<file path="config.mk">
export PLATFORM = sky130hd
export DESIGN_NAME = u128_decimal_rescale_divide_unit
export DESIGN_NICKNAME = d
export VERILOG_FILES = /design/src/design/u128dr_pkg.sv /design/src/design/u128_decimal_rescale_divide_unit.sv /design/src/design/u128dr_datapath.sv /design/src/design/u128dr_ctrl.sv
export SDC_FILE = /design/constraint.sdc
export NUM_CORES = 1
export LEC_CHECK = 0
export ABC_CLOCK_PERIOD_IN_PS = 7080
export CAP_MARGIN = 10
export CELL_PAD_IN_SITES_DETAIL_PLACEMENT = 1
export CELL_PAD_IN_SITES_GLOBAL_PLACEMENT = 2
export CORE_ASPECT_RATIO = 1.1
export CORE_MARGIN = 4
export CORE_UTILIZATION = 35
export CTS_BUF_LIST = sky130_fd_sc_hd__clkbuf_2
export DETAILED_ROUTE_END_ITERATION = 8
export DONT_BUFFER_PORTS = 1
export PLACE_DENSITY_LB_ADDON = 0.08
export SLEW_MARGIN = 20
export SYNTH_ARGS = -nofsm -noshare
export SYNTH_HDL_FRONTEND = slang
export SYNTH_SLANG_ARGS = --single-unit
</file>
<file path="constraint.sdc">
create_clock -name clk_i -period 7.08 [get_ports clk_i]
set_input_delay 1.416 -clock clk_i [delete_from_list [all_inputs] [get_ports clk_i]]
set_output_delay 1.416 -clock clk_i [all_outputs]
set_load 0.05 [all_outputs]
</file>
<file path="src/design/u128dr_pkg.sv">
package u128dr_pkg;

  localparam int DEFAULT_WORD_BITS = 128;
  localparam int FIELD_BITS        = 64;
  localparam int FULL_BITS         = 2 * FIELD_BITS;
  localparam int SCALE_BITS        = 7;
  localparam int STATUS_BITS       = 2;
  // Dividend bits consumed per cycle by the divide-by-ten step.
  localparam int DIG_BITS          = 8;
  localparam int REM10_BITS        = 4;
  localparam logic [REM10_BITS:0] TEN = 5'd10;

  localparam logic [STATUS_BITS-1:0] STATUS_OK   = 2'd0;
  localparam logic [STATUS_BITS-1:0] STATUS_OVF  = 2'd1;
  localparam logic [STATUS_BITS-1:0] STATUS_DIVZ = 2'd2;

  localparam logic CMD_RESCALE = 1'b0;
  localparam logic CMD_DIVIDE  = 1'b1;

  typedef enum logic [2:0] {
    OP_HOLD,
    OP_LOAD,
    OP_MUL10,
    OP_DIV10,
    OP_DIV
  } op_e;

  // Sequencer to datapath.
  typedef struct packed {
    op_e  op;
    logic first;  // first byte of a divide-by-ten pass
    logic err;    // force the answer to zero
  } ctl_t;

  // Datapath to sequencer.
  typedef struct packed {
    logic ovf;       // the next multiply by ten would leave the word
    logic val_zero;
    logic div_zero;
  } stat_t;

endpackage

</file>
<file path="src/design/u128_decimal_rescale_divide_unit.sv">
// Channel   Direction  Handshake          Beat contents
// command   in         start_i, busy_o    cmd, value, divisor, decimal_scale
// result    out        done_o             answer_low, answer_high, status
//
// A command beat is taken when start_i is high and busy_o is low. Every
// command gives one result beat, shown for the single cycle in which done_o
// is high; the receiver cannot stall it, and a new command may be taken in
// that same cycle. A rescale by +k multiplies by ten k times, stopping early on
// overflow; a rescale by -k divides by ten a byte per step until k digits are gone
// or the value is zero; a divide with scale k >= 0 multiplies likewise, then takes
// WORD_BITS quotient bits, a divide with a negative scale only divides, and a zero
// divisor skips both; the shared shift-add and shift-subtract datapath does it.
// Reset is asynchronous and active low and returns the sequencer to idle.
module u128_decimal_rescale_divide_unit #(
  parameter int WORD_BITS = u128dr_pkg::DEFAULT_WORD_BITS
) (
  input  logic                                     clk_i,
  input  logic                                     rst_ni,
  input  logic                                     start_i,
  output logic                                     busy_o,
  input  logic                                     cmd_i,
  input  logic [u128dr_pkg::FIELD_BITS-1:0]        value_low_i,
  input  logic [u128dr_pkg::FIELD_BITS-1:0]        value_high_i,
  input  logic [u128dr_pkg::FIELD_BITS-1:0]        divisor_low_i,
  input  logic [u128dr_pkg::FIELD_BITS-1:0]        divisor_high_i,
  input  logic signed [u128dr_pkg::SCALE_BITS-1:0] decimal_scale_i,
  output logic                                     done_o,
  output logic [u128dr_pkg::FIELD_BITS-1:0]        answer_low_o,
  output logic [u128dr_pkg::FIELD_BITS-1:0]        answer_high_o,
  output logic [u128dr_pkg::STATUS_BITS-1:0]       status_o
);
  import u128dr_pkg::*;

  ctl_t                 ctl;
  stat_t                stat;
  logic [FULL_BITS-1:0] answer;

  u128dr_ctrl #(
    .WORD_BITS (WORD_BITS)
  ) u_ctrl (
    .clk_i    (clk_i),
    .rst_ni   (rst_ni),
    .start_i  (start_i),
    .cmd_i    (cmd_i),
    .scale_i  (decimal_scale_i),
    .stat_i   (stat),
    .ctl_o    (ctl),
    .busy_o   (busy_o),
    .done_o   (done_o),
    .status_o (status_o)
  );

  u128dr_datapath #(
    .WORD_BITS (WORD_BITS)
  ) u_datapath (
    .clk_i     (clk_i),
    .ctl_i     (ctl),
    .value_i   ({value_high_i, value_low_i}),
    .divisor_i ({divisor_high_i, divisor_low_i}),
    .stat_o    (stat),
    .answer_o  (answer)
  );

  assign answer_low_o  = answer[FIELD_BITS-1:0];
  assign answer_high_o = answer[FULL_BITS-1:FIELD_BITS];

endmodule

</file>
<file path="src/design/u128dr_datapath.sv">
module u128dr_datapath #(
  parameter int WORD_BITS = u128dr_pkg::DEFAULT_WORD_BITS
) (
  input  logic                              clk_i,
  input  u128dr_pkg::ctl_t                  ctl_i,
  input  logic [u128dr_pkg::FULL_BITS-1:0]  value_i,
  input  logic [u128dr_pkg::FULL_BITS-1:0]  divisor_i,
  output u128dr_pkg::stat_t                 stat_o,
  output logic [u128dr_pkg::FULL_BITS-1:0]  answer_o
);
  import u128dr_pkg::*;

  localparam int NCHUNK = (WORD_BITS + DIG_BITS - 1) / DIG_BITS;
  localparam int PAD    = NCHUNK * DIG_BITS;

  // The value register is padded to whole bytes for the divide-by-ten pass;
  // the bits above WORD_BITS stay zero outside that pass.
  logic [PAD-1:0]        val_q, val_d;
  logic [WORD_BITS-1:0]  div_q, div_d;
  logic [WORD_BITS-1:0]  rem_q, rem_d;
  logic [REM10_BITS-1:0] rem10_q, rem10_d;

  logic [WORD_BITS+3:0]  prod;
  logic [WORD_BITS:0]    trial;
  logic [WORD_BITS+1:0]  diff;
  logic                  ge;
  logic [PAD-1:0]        load_val;
  logic [PAD-1:0]        mul_val;
  logic [PAD-1:0]        div_val;
  logic [PAD-1:0]        d10_val;
  logic [REM10_BITS-1:0] d10_rem;

  // Multiply by ten as 8x + 2x, four guard bits catch any wrap.
  assign prod = ({4'b0, val_q[WORD_BITS-1:0]} << 3) + ({4'b0, val_q[WORD_BITS-1:0]} << 1);

  // One restoring shift-subtract step of the general divide.
  assign trial = {rem_q, val_q[WORD_BITS-1]};
  assign diff  = {1'b0, trial} - {2'b0, div_q};
  assign ge    = ~diff[WORD_BITS+1];

  always_comb begin
    load_val = '0;
    load_val[WORD_BITS-1:0] = value_i[WORD_BITS-1:0];
    mul_val = '0;
    mul_val[WORD_BITS-1:0] = prod[WORD_BITS-1:0];
    div_val = '0;
    div_val[WORD_BITS-1:0] = {val_q[WORD_BITS-2:0], ge};
  end

  // One byte of long division by ten: the top byte leaves, quotient bits enter.
  always_comb begin
    logic [REM10_BITS-1:0] r;
    logic [REM10_BITS:0]   t;
    logic [DIG_BITS-1:0]   qb;
    logic [DIG_BITS-1:0]   top;
    r   = ctl_i.first ? '0 : rem10_q;
    qb  = '0;
    top = val_q[PAD-1 -: DIG_BITS];
    for (int k = DIG_BITS - 1; k >= 0; k--) begin
      t = {r, top[k]};
      if (t >= TEN) begin
        t     = t - TEN;
        qb[k] = 1'b1;
      end
      r = t[REM10_BITS-1:0];
    end
    d10_rem = r;
    d10_val = {val_q[PAD-DIG_BITS-1:0], qb};
  end

  always_comb begin
    val_d   = val_q;
    div_d   = div_q;
    rem_d   = rem_q;
    rem10_d = rem10_q;
    case (ctl_i.op)
      OP_LOAD: begin
        val_d = load_val;
        div_d = divisor_i[WORD_BITS-1:0];
        rem_d = '0;
      end
      OP_MUL10: begin
        val_d = mul_val;
      end
      OP_DIV10: begin
        val_d   = d10_val;
        rem10_d = d10_rem;
      end
      OP_DIV: begin
        val_d = div_val;
        rem_d = ge ? diff[WORD_BITS-1:0] : trial[WORD_BITS-1:0];
      end
      default: begin
      end
    endcase
  end

  always_ff @(posedge clk_i) begin
    val_q   <= val_d;
    div_q   <= div_d;
    rem_q   <= rem_d;
    rem10_q <= rem10_d;
  end

  assign stat_o.ovf      = |prod[WORD_BITS+3:WORD_BITS];
  assign stat_o.val_zero = ~|val_q;
  assign stat_o.div_zero = ~|div_q;

  always_comb begin
    answer_o = '0;
    if (!ctl_i.err) begin
      answer_o[WORD_BITS-1:0] = val_q[WORD_BITS-1:0];
    end
  end

endmodule

</file>
<file path="src/design/u128dr_ctrl.sv">
module u128dr_ctrl #(
  parameter int WORD_BITS = u128dr_pkg::DEFAULT_WORD_BITS
) (
  input  logic                               clk_i,
  input  logic                               rst_ni,
  input  logic                               start_i,
  input  logic                               cmd_i,
  input  logic signed [u128dr_pkg::SCALE_BITS-1:0] scale_i,
  input  u128dr_pkg::stat_t                  stat_i,
  output u128dr_pkg::ctl_t                   ctl_o,
  output logic                               busy_o,
  output logic                               done_o,
  output logic [u128dr_pkg::STATUS_BITS-1:0] status_o
);
  import u128dr_pkg::*;

  localparam int NCHUNK  = (WORD_BITS + DIG_BITS - 1) / DIG_BITS;
  localparam int CHUNK_W = $clog2(NCHUNK);
  localparam int BIT_W   = $clog2(WORD_BITS);

  localparam logic [2:0] S_IDLE  = 3'd0;
  localparam logic [2:0] S_CHECK = 3'd1;
  localparam logic [2:0] S_MUL   = 3'd2;
  localparam logic [2:0] S_DIV10 = 3'd3;
  localparam logic [2:0] S_DIV   = 3'd4;
  localparam logic [2:0] S_DONE  = 3'd5;

  logic [2:0]             state_q, state_d;
  logic                   cmd_q, cmd_d;
  logic                   neg_q, neg_d;
  logic [SCALE_BITS-1:0]  cnt_q, cnt_d;
  logic [CHUNK_W-1:0]     chunk_q, chunk_d;
  logic [BIT_W-1:0]       bit_q, bit_d;
  logic [STATUS_BITS-1:0] status_q, status_d;
  logic                   accept;

  assign busy_o = (state_q != S_IDLE) && (state_q != S_DONE);
  assign accept = start_i && !busy_o;

  always_comb begin
    state_d   = state_q;
    cmd_d     = cmd_q;
    neg_d     = neg_q;
    cnt_d     = cnt_q;
    chunk_d   = chunk_q;
    bit_d     = bit_q;
    status_d  = status_q;
    ctl_o.op    = OP_HOLD;
    ctl_o.first = (chunk_q == '0);
    ctl_o.err   = (status_q != STATUS_OK);

    case (state_q)
      S_IDLE, S_DONE: begin
        if (accept) begin
          ctl_o.op = OP_LOAD;
          cmd_d    = cmd_i;
          neg_d    = scale_i[SCALE_BITS-1];
          cnt_d    = scale_i[SCALE_BITS-1] ? SCALE_BITS'(-scale_i) : SCALE_BITS'(scale_i);
          status_d = STATUS_OK;
          chunk_d  = '0;
          bit_d    = '0;
          state_d  = S_CHECK;
        end else begin
          state_d = S_IDLE;
        end
      end
      S_CHECK: begin
        if (cmd_q == CMD_DIVIDE) begin
          if (stat_i.div_zero) begin
            status_d = STATUS_DIVZ;
            state_d  = S_DONE;
          end else if (neg_q) begin
            state_d = S_DIV;
          end else begin
            state_d = S_MUL;
          end
        end else if (neg_q) begin
          state_d = S_DIV10;
        end else begin
          state_d = S_MUL;
        end
      end
      S_MUL: begin
        if (cnt_q == '0) begin
          state_d = (cmd_q == CMD_DIVIDE) ? S_DIV : S_DONE;
        end else if (stat_i.ovf) begin
          status_d = STATUS_OVF;
          state_d  = S_DONE;
        end else begin
          ctl_o.op = OP_MUL10;
          cnt_d    = cnt_q - 1'b1;
        end
      end
      S_DIV10: begin
        // Once the value reaches zero further digits change nothing.
        if ((chunk_q == '0) && ((cnt_q == '0) || stat_i.val_zero)) begin
          state_d = S_DONE;
        end else begin
          ctl_o.op = OP_DIV10;
          if (chunk_q == CHUNK_W'(NCHUNK - 1)) begin
            chunk_d = '0;
            cnt_d   = cnt_q - 1'b1;
          end else begin
            chunk_d = chunk_q + 1'b1;
          end
        end
      end
      S_DIV: begin
        ctl_o.op = OP_DIV;
        bit_d    = bit_q + 1'b1;
        if (bit_q == BIT_W'(WORD_BITS - 1)) begin
          state_d = S_DONE;
        end
      end
      default: begin
        state_d = S_IDLE;
      end
    endcase
  end

  always_ff @(posedge clk_i or negedge rst_ni) begin
    if (!rst_ni) begin
      state_q  <= S_IDLE;
      cmd_q    <= CMD_RESCALE;
      neg_q    <= 1'b0;
      cnt_q    <= '0;
      chunk_q  <= '0;
      bit_q    <= '0;
      status_q <= STATUS_OK;
    end else begin
      state_q  <= state_d;
      cmd_q    <= cmd_d;
      neg_q    <= neg_d;
      cnt_q    <= cnt_d;
      chunk_q  <= chunk_d;
      bit_q    <= bit_d;
      status_q <= status_d;
    end
  end

  assign done_o   = (state_q == S_DONE);
  assign status_o = status_q;

endmodule

</file>
Word level (Yosys, flattened, before mapping)
Cells that the tools add are included.

cells by class
  equality and inequality tests = 23
  multiplexer cells = 55
  bitwise operators = 1
  add/sub/neg operators = 14
  $lt $le $gt $ge = 8
  reductions and logical operators = 27

operator list
  cell                                                                                  number
  128-bit case mux with 4 select lines                                                  1
  128-bit two-way mux                                                                   2
  128-bit case mux with 2 select lines                                                  1
  128-bit OR reduction                                                                  2
  131-bit by 129-bit adder with 132-bit output                                          1
  129-bit by 128-bit subtractor with 130-bit output                                     1
  7-bit two-way mux                                                                     7
  4-bit two-way mux                                                                     12
  5-bit by 4-bit greater-or-equal comparator with 1-bit output (second input constant)  8
  4-bit subtractor (second input constant)                                              8
  3-bit two-way mux                                                                     8
  7-bit case mux with 3 select lines                                                    1
  3-bit case mux with 5 select lines                                                    1
  2-bit two-way mux                                                                     7
  7-bit case mux with 2 select lines                                                    1
  3-bit by 2-bit == test with 1-bit output (second input constant)                      4
  3-bit case mux with 4 select lines                                                    1
  6-bit AND reduction                                                                   2
  1-bit two-way mux                                                                     11
  2-bit by 1-bit inequality test with 1-bit output (second input constant)              5
  2-bit inequality test (second input constant)                                         5
  3-bit == test (second input constant)                                                 3
  3-bit nonzero test                                                                    3
  4-bit case mux with 2 select lines                                                    1
  other kinds (23)                                                                      32

storage, ports and cells
  flip-flop bits (word level) = 413
  logic and storage cells = 139
  bits of input ports = 267

Depth between registers and ports, before layout
  word-level depth = 19
  gate-level depth with buffers = 40
  gate-level depth less buffers = 37

Cells and area by module
Synthesis repeated with hierarchy kept, for this count alone.

second synthesis, totals
  cell total of the unflattened synthesis = 4482
  area total of the unflattened synthesis = 36714.0 um^2

modules (own cells, without submodules)
  module           times used  seq. area each (um^2)  area each (um^2)  cells an instance
  u128dr_datapath  1           11651.2                34996.1           4274
  u128dr_ctrl      1           625.6                  1717.9            208

Worst setup path before layout
Ideal clock, no wire load.

  path type = input to register
  from = in start_i
  to = reg u_datapath.val_q[0] (enable)
  path buffers = 0
  arrival = 7.628 ns
  path slack = -1.057 ns
  stages = 4
  library setup time = 0.509 ns
  path through = nand2_1 > inv_1 > nor2_1 > nand2b_1

between the ends
  longest elaborated chain between the ends = 5
  elaborated cells between the ends (all ways) = 8

RTL lines
  element                                                           RTL line                                source
  from (decl)                                                       u128_decimal_rescale_divide_unit.sv:19  input logic start_i,
  1-bit logical AND (*)                                             u128dr_ctrl.sv:38                       assign accept = start_i && !busy_o;
  1-bit two-way mux (*)                                             u128dr_ctrl.sv:54                       if (accept) begin
  3-bit case mux with 4 select lines (*)                            u128dr_ctrl.sv:52                       case (state_q)
  3-bit by 2-bit == test with 1-bit output (tied with other cells)  u128dr_datapath.sv:76                   case (ctl_i.op)
  4-bit nonzero test (no line) (*)                                  -
  to (signal assigned)                                              u128dr_datapath.sv:99                   val_q <= val_d;
  to (decl)                                                         u128dr_datapath.sv:18                   logic [PAD-1:0] val_q, val_d;

Every way passes the cells marked *; elsewhere a longest branch is shown, timed or not.
A chain may end at the register's enable or synchronous reset.

Final worst setup path
  from = reg u_datapath.rem10_q[2]
  to = reg u_datapath.rem10_q[2] (data pin)

between the ends
  longest elaborated chain between the ends = 17
  elaborated cells between the ends (all ways) = 25

RTL lines
  element                                                                                           RTL line                                      source
  from (decl)                                                                                       u128dr_datapath.sv:21                         logic [REM10_BITS-1:0] rem10_q, rem10_d;
  from (signal assigned)                                                                            u128dr_datapath.sv:102                        rem10_q <= rem10_d;
  4-bit two-way mux (*)                                                                             u128dr_datapath.sv:56                         r = ctl_i.first ? '0 : rem10_q;
  4-bit subtractor or 5-bit by 4-bit greater-or-equal comparator with 1-bit output (tied branches)  u128dr_datapath.sv:62, u128dr_datapath.sv:61
  4-bit two-way mux (*)                                                                             u128dr_datapath.sv:61                         if (t >= TEN) begin
  5-bit by 4-bit greater-or-equal comparator with 1-bit output or 4-bit subtractor (tied branches)  u128dr_datapath.sv:61, u128dr_datapath.sv:62
  4-bit two-way mux (*)                                                                             u128dr_datapath.sv:61
  4-bit subtractor or 5-bit by 4-bit greater-or-equal comparator with 1-bit output (tied branches)  u128dr_datapath.sv:62, u128dr_datapath.sv:61
  4-bit two-way mux (*)                                                                             u128dr_datapath.sv:61
  4-bit subtractor or 5-bit by 4-bit greater-or-equal comparator with 1-bit output (tied branches)  u128dr_datapath.sv:62, u128dr_datapath.sv:61
  [... 2 more ...]                                                                                  -
  4-bit two-way mux (*)                                                                             u128dr_datapath.sv:61
  5-bit by 4-bit greater-or-equal comparator with 1-bit output or 4-bit subtractor (tied branches)  u128dr_datapath.sv:61, u128dr_datapath.sv:62
  4-bit two-way mux (*)                                                                             u128dr_datapath.sv:61
  4-bit subtractor or 5-bit by 4-bit greater-or-equal comparator with 1-bit output (tied branches)  u128dr_datapath.sv:62, u128dr_datapath.sv:61
  4-bit two-way mux (*)                                                                             u128dr_datapath.sv:61
  4-bit subtractor or 5-bit by 4-bit greater-or-equal comparator with 1-bit output (tied branches)  u128dr_datapath.sv:62, u128dr_datapath.sv:61
  4-bit two-way mux (*)                                                                             u128dr_datapath.sv:61
  net u_datapath.d10_rem[2]                                                                         u128dr_datapath.sv:31                         logic [REM10_BITS-1:0] d10_rem;

The timed path passes the listed nets; every way through them passes the cells marked *.

==> impl_summary.log <==
INFO  metric status = finished, violations left
INFO  metric violations = DRC
INFO  metric cts_inserted_buffers = 119
INFO  metric detail_route.wirelength = 143000 microns
INFO  metric synth_area_per_cell = 8.40 sq um
INFO  metric synth.top_cells.by_area = edfxtp_1 32%, ha_1 9.2%, a21oi_1 7.5%, nand2_1 5.1%, a21o_1 4.6%
INFO  metric cts.root.buffer_cell = clkbuf_2
INFO  metric drt_pre_antenna_iters = 9
INFO  metric setup_viol_count_final = 0
INFO  metric worstSetupStartpointType = flop
INFO  metric detail_route.iter0.violations = 2519
INFO  metric viasPerCell = 5.83
INFO  metric detail-route-antenna-nets = 0
INFO  metric grt_pass1_wl = 217000 microns
INFO  metric io_pins = 399
INFO  metric drive_above_1_share = 7.47%
INFO  metric area_growth_syn_to_layout = 10.1%
INFO  metric timing.clock.skew = 0.150 ns
INFO  metric dp_slack = -0.0901 ns
INFO  metric timing.critical_path.slowest_cell_delay = 0.52 ns
INFO  metric synth.cell_area = 0.0361 sq mm
INFO  metric syn-instance-count = 4300
INFO  metric fin_nets = 4858
INFO  metric cp_max_fo = 8
INFO  metric netlist.area_leader.share = 32.2%
INFO  metric finalWeightedCongestion = 0.872
INFO  metric synth_edf_count = 388
INFO  metric place_hpwl = 107000 microns
INFO  metric timing.max_cap.violations = 0
INFO  metric wl_per_cell = 24.6 microns
INFO  metric synth_top_area_cell = edfxtp_1
INFO  metric cts-htree-levels = 3
INFO  metric die-height = 345 microns
INFO  metric fmaxAchievable = 150 MHz
INFO  metric post-route-drc-count = 24
INFO  metric timing.max_slew.rel_slack = 28.2%
INFO  metric setup.worst_path.class = reg2reg
INFO  metric synth.net_count = 4835
INFO  metric core_region_area = 0.102 sq mm
INFO  metric synth-async-reset-ratio = 6.05%
INFO  metric critical_path.endpoint_type = flop
INFO  metric tightestPinTransition = 1.07 ns
INFO  metric timing.final.ws_setup = 0.393 ns
INFO  metric grt_antenna_before_repair = 15
INFO  metric grt.total_usage = 25.3%
INFO  metric grt_max_degree = 130
INFO  metric final.min_clock_period = 6.69 ns
INFO  metric ys_seq_area_share = 34.0%
INFO  metric vias = 33804
INFO  metric post-synth-top-count-cell = a21oi_1
INFO  metric synth_top_cells_by_count = 545 x a21oi_1, 493 x nand2_1, 388 x edfxtp_1, 296 x nor2_1, 266 x ha_1
INFO  metric clock_tree.buffer_depth = 3
INFO  metric worst_setup_hold_path_clk_slew = 0.13 ns
INFO  metric synth-seq-cells = 413
INFO  metric overflow = 0
INFO  metric ys_types = 90
INFO  metric fin_crit_sh = 94.5%
INFO  metric worst_hold_path_type = in2reg
INFO  metric timing.critical_path.slowest_stage_cell = edfxtp_1
INFO  metric first_global_vias = 35642
INFO  metric timing_max_transition_violations_final = 0
INFO  metric critPathArrivalTime = 7.87 ns
INFO  metric clk_sink_count = 413
INFO  metric endpoints_failing_hold = 0
INFO  metric worstPathRequired = 8.26 ns
INFO  metric fp.dieArea = 0.108 sq mm
INFO  metric die_width = 314 microns
INFO  metric clock_latency = 1.40 ns
INFO  metric synth-main-ff-cell = edfxtp_1
INFO  metric num_rows = 123
INFO  metric synth_warnings = 0
INFO  metric floorplan.initialDensity = 35.3%
INFO  metric portBuffers = 0
INFO  metric tritoncts = built
[metrics by stage]
stage / setup TNS [ns] / utilization [%] / area [sq um] / hold WS (ns) / instances
final: 0 / 38.9 / 39800 / 0.180 / 5802
after global routing: -0.124 / 38.9 / 39800 / 0.0952 / 5797
after CTS: 0 / 38.7 / 39600 / 0.00457 / 5781
after detailed placement: -0.317 / 36.6 / 37500 / 0.486 / 5466
after global placement: 0 / 36.6 / 37500 / 0.475 / 5466
after floorplan: 0 / - / 36200 / 0.446 / 4300
[what timing repair did]
item                                    4_1_cts  5_1_grt
endpoints found under the hold margin       121        0
endpoints found under the setup margin        4        4
hold buffers                                 98        0
buffers inserted                              1       12
gates resized for setup                       5       11
pin swaps                                     0        6
[worst paths after layout]
check | start | to | slack, ns | depth (start not counted)
worst min-delay path | value_high_i[18] | u_datapath.val_q[82]$_DFFE_PP_ | 0.18 | 2
worst max register to register | u_datapath.rem10_q[2]$_DFFE_PP_ | u_datapath.rem10_q[2]$_DFFE_PP_ | 0.39 | 32
max in group asynchronous | rst_ni | u_ctrl.cnt_q[1]$_DFFE_PN0P_ | 6.39 | 2
min in group asynchronous | rst_ni | u_ctrl.cnt_q[4]$_DFFE_PN0P_ | 0.49 | 2
worst max-delay path | u_datapath.rem10_q[2]$_DFFE_PP_ | u_datapath.rem10_q[2]$_DFFE_PP_ | 0.39 | 32
worst min register to register | u_ctrl.bit_q[6]$_DFFE_PN0P_ | u_ctrl.bit_q[6]$_DFFE_PN0P_ | 0.51 | 1
[per-layer routing]
metal  vias up  global-route usage (%)  part of all wire, %
met4         8                    7.57                  2.7
li1      16183                       -                    -
met1     16657                    31.0                   42
met3       195                    4.31                  4.8
met5         -                       0                0.039
met2       761                    45.4                   50
[sequential cells by signal, summed over array words and instances, names as in the netlist]
register / count
u_datapath.val_q: 128
u_ctrl.cnt_q: 7
u_datapath.div_q: 128
u_datapath.rem_q: 128
u_ctrl.neg_q: 1
u_ctrl.status_o: 2
u_datapath.rem10_q: 4
u_ctrl.state_q: 3
u_ctrl.bit_q: 7
u_ctrl.cmd_q: 1
u_ctrl.chunk_q: 4
[layout by cell type, fill, tap and decap left out, types with 25 or more instances in the layout]
master / n
inv_1: 226
buf_4: 56
edfxtp_1: 388
a21oi_1: 543
a31oi_1: 43
clkbuf_2: 163
o21ai_0: 187
clkinv_1: 30
nor3_1: 60
a222oi_1: 118
nor2b_1: 26
a21o_1: 220
nand2_1: 492
ha_1: 262
dfrtp_1: 25
nand3_1: 71
o21bai_1: 61
xnor2_1: 158
nand4_1: 103
xor2_1: 85
nand2b_1: 39
nor4_1: 84
a211oi_1: 42
and3_1: 38
nor2_1: 294
dlygate4sd3_1: 97
and2_1: 139
[logic make-up (layout without fill, tap and decap cells)]
family                   count (synthesis)  after routing  share of synthesized area (%)
AO/OA/AOI/OAI                         1450           1450                           26.4
AND/OR/NAND/NOR                       1428           1428                           19.0
buffers and inverters                  490            608                           5.17
flip-flops                             413            413                           34.0
adder cells (fa/ha/maj)                268            268                           9.32
XOR/XNOR                               243            243                           5.89
multiplexers                             8              8                          0.260
other                                    0              9                              0
[cell type report]
type                            instances  area [sq um]
Tap cell                             1375          1720
Inverter                              231           876
Antenna cell                            9          22.5
Multi-Input combinational cell       3397         22200
Clock buffer                          163           816
Sequential cell                       413         12300
Timing Repair Buffer                  161          1540
Clock inverter                         53           315
Fill cell                           12137         62600
[critical path, delay by kind of cell (launching register included)]
family / cells / cell delay, ns
AOI/OAI and AO/OA: 16 / 3.77
adders and majority gates: 6 / 1.12
and+or+nand+nor: 5 / 0.57
DFF: 1 / 0.52
buffers and inverters: 4 / 0.38
muxes: 1 / 0.18
Power is not shown: default switching activity piles up to over one toggle a cycle in this logic, so the estimate is an artifact.
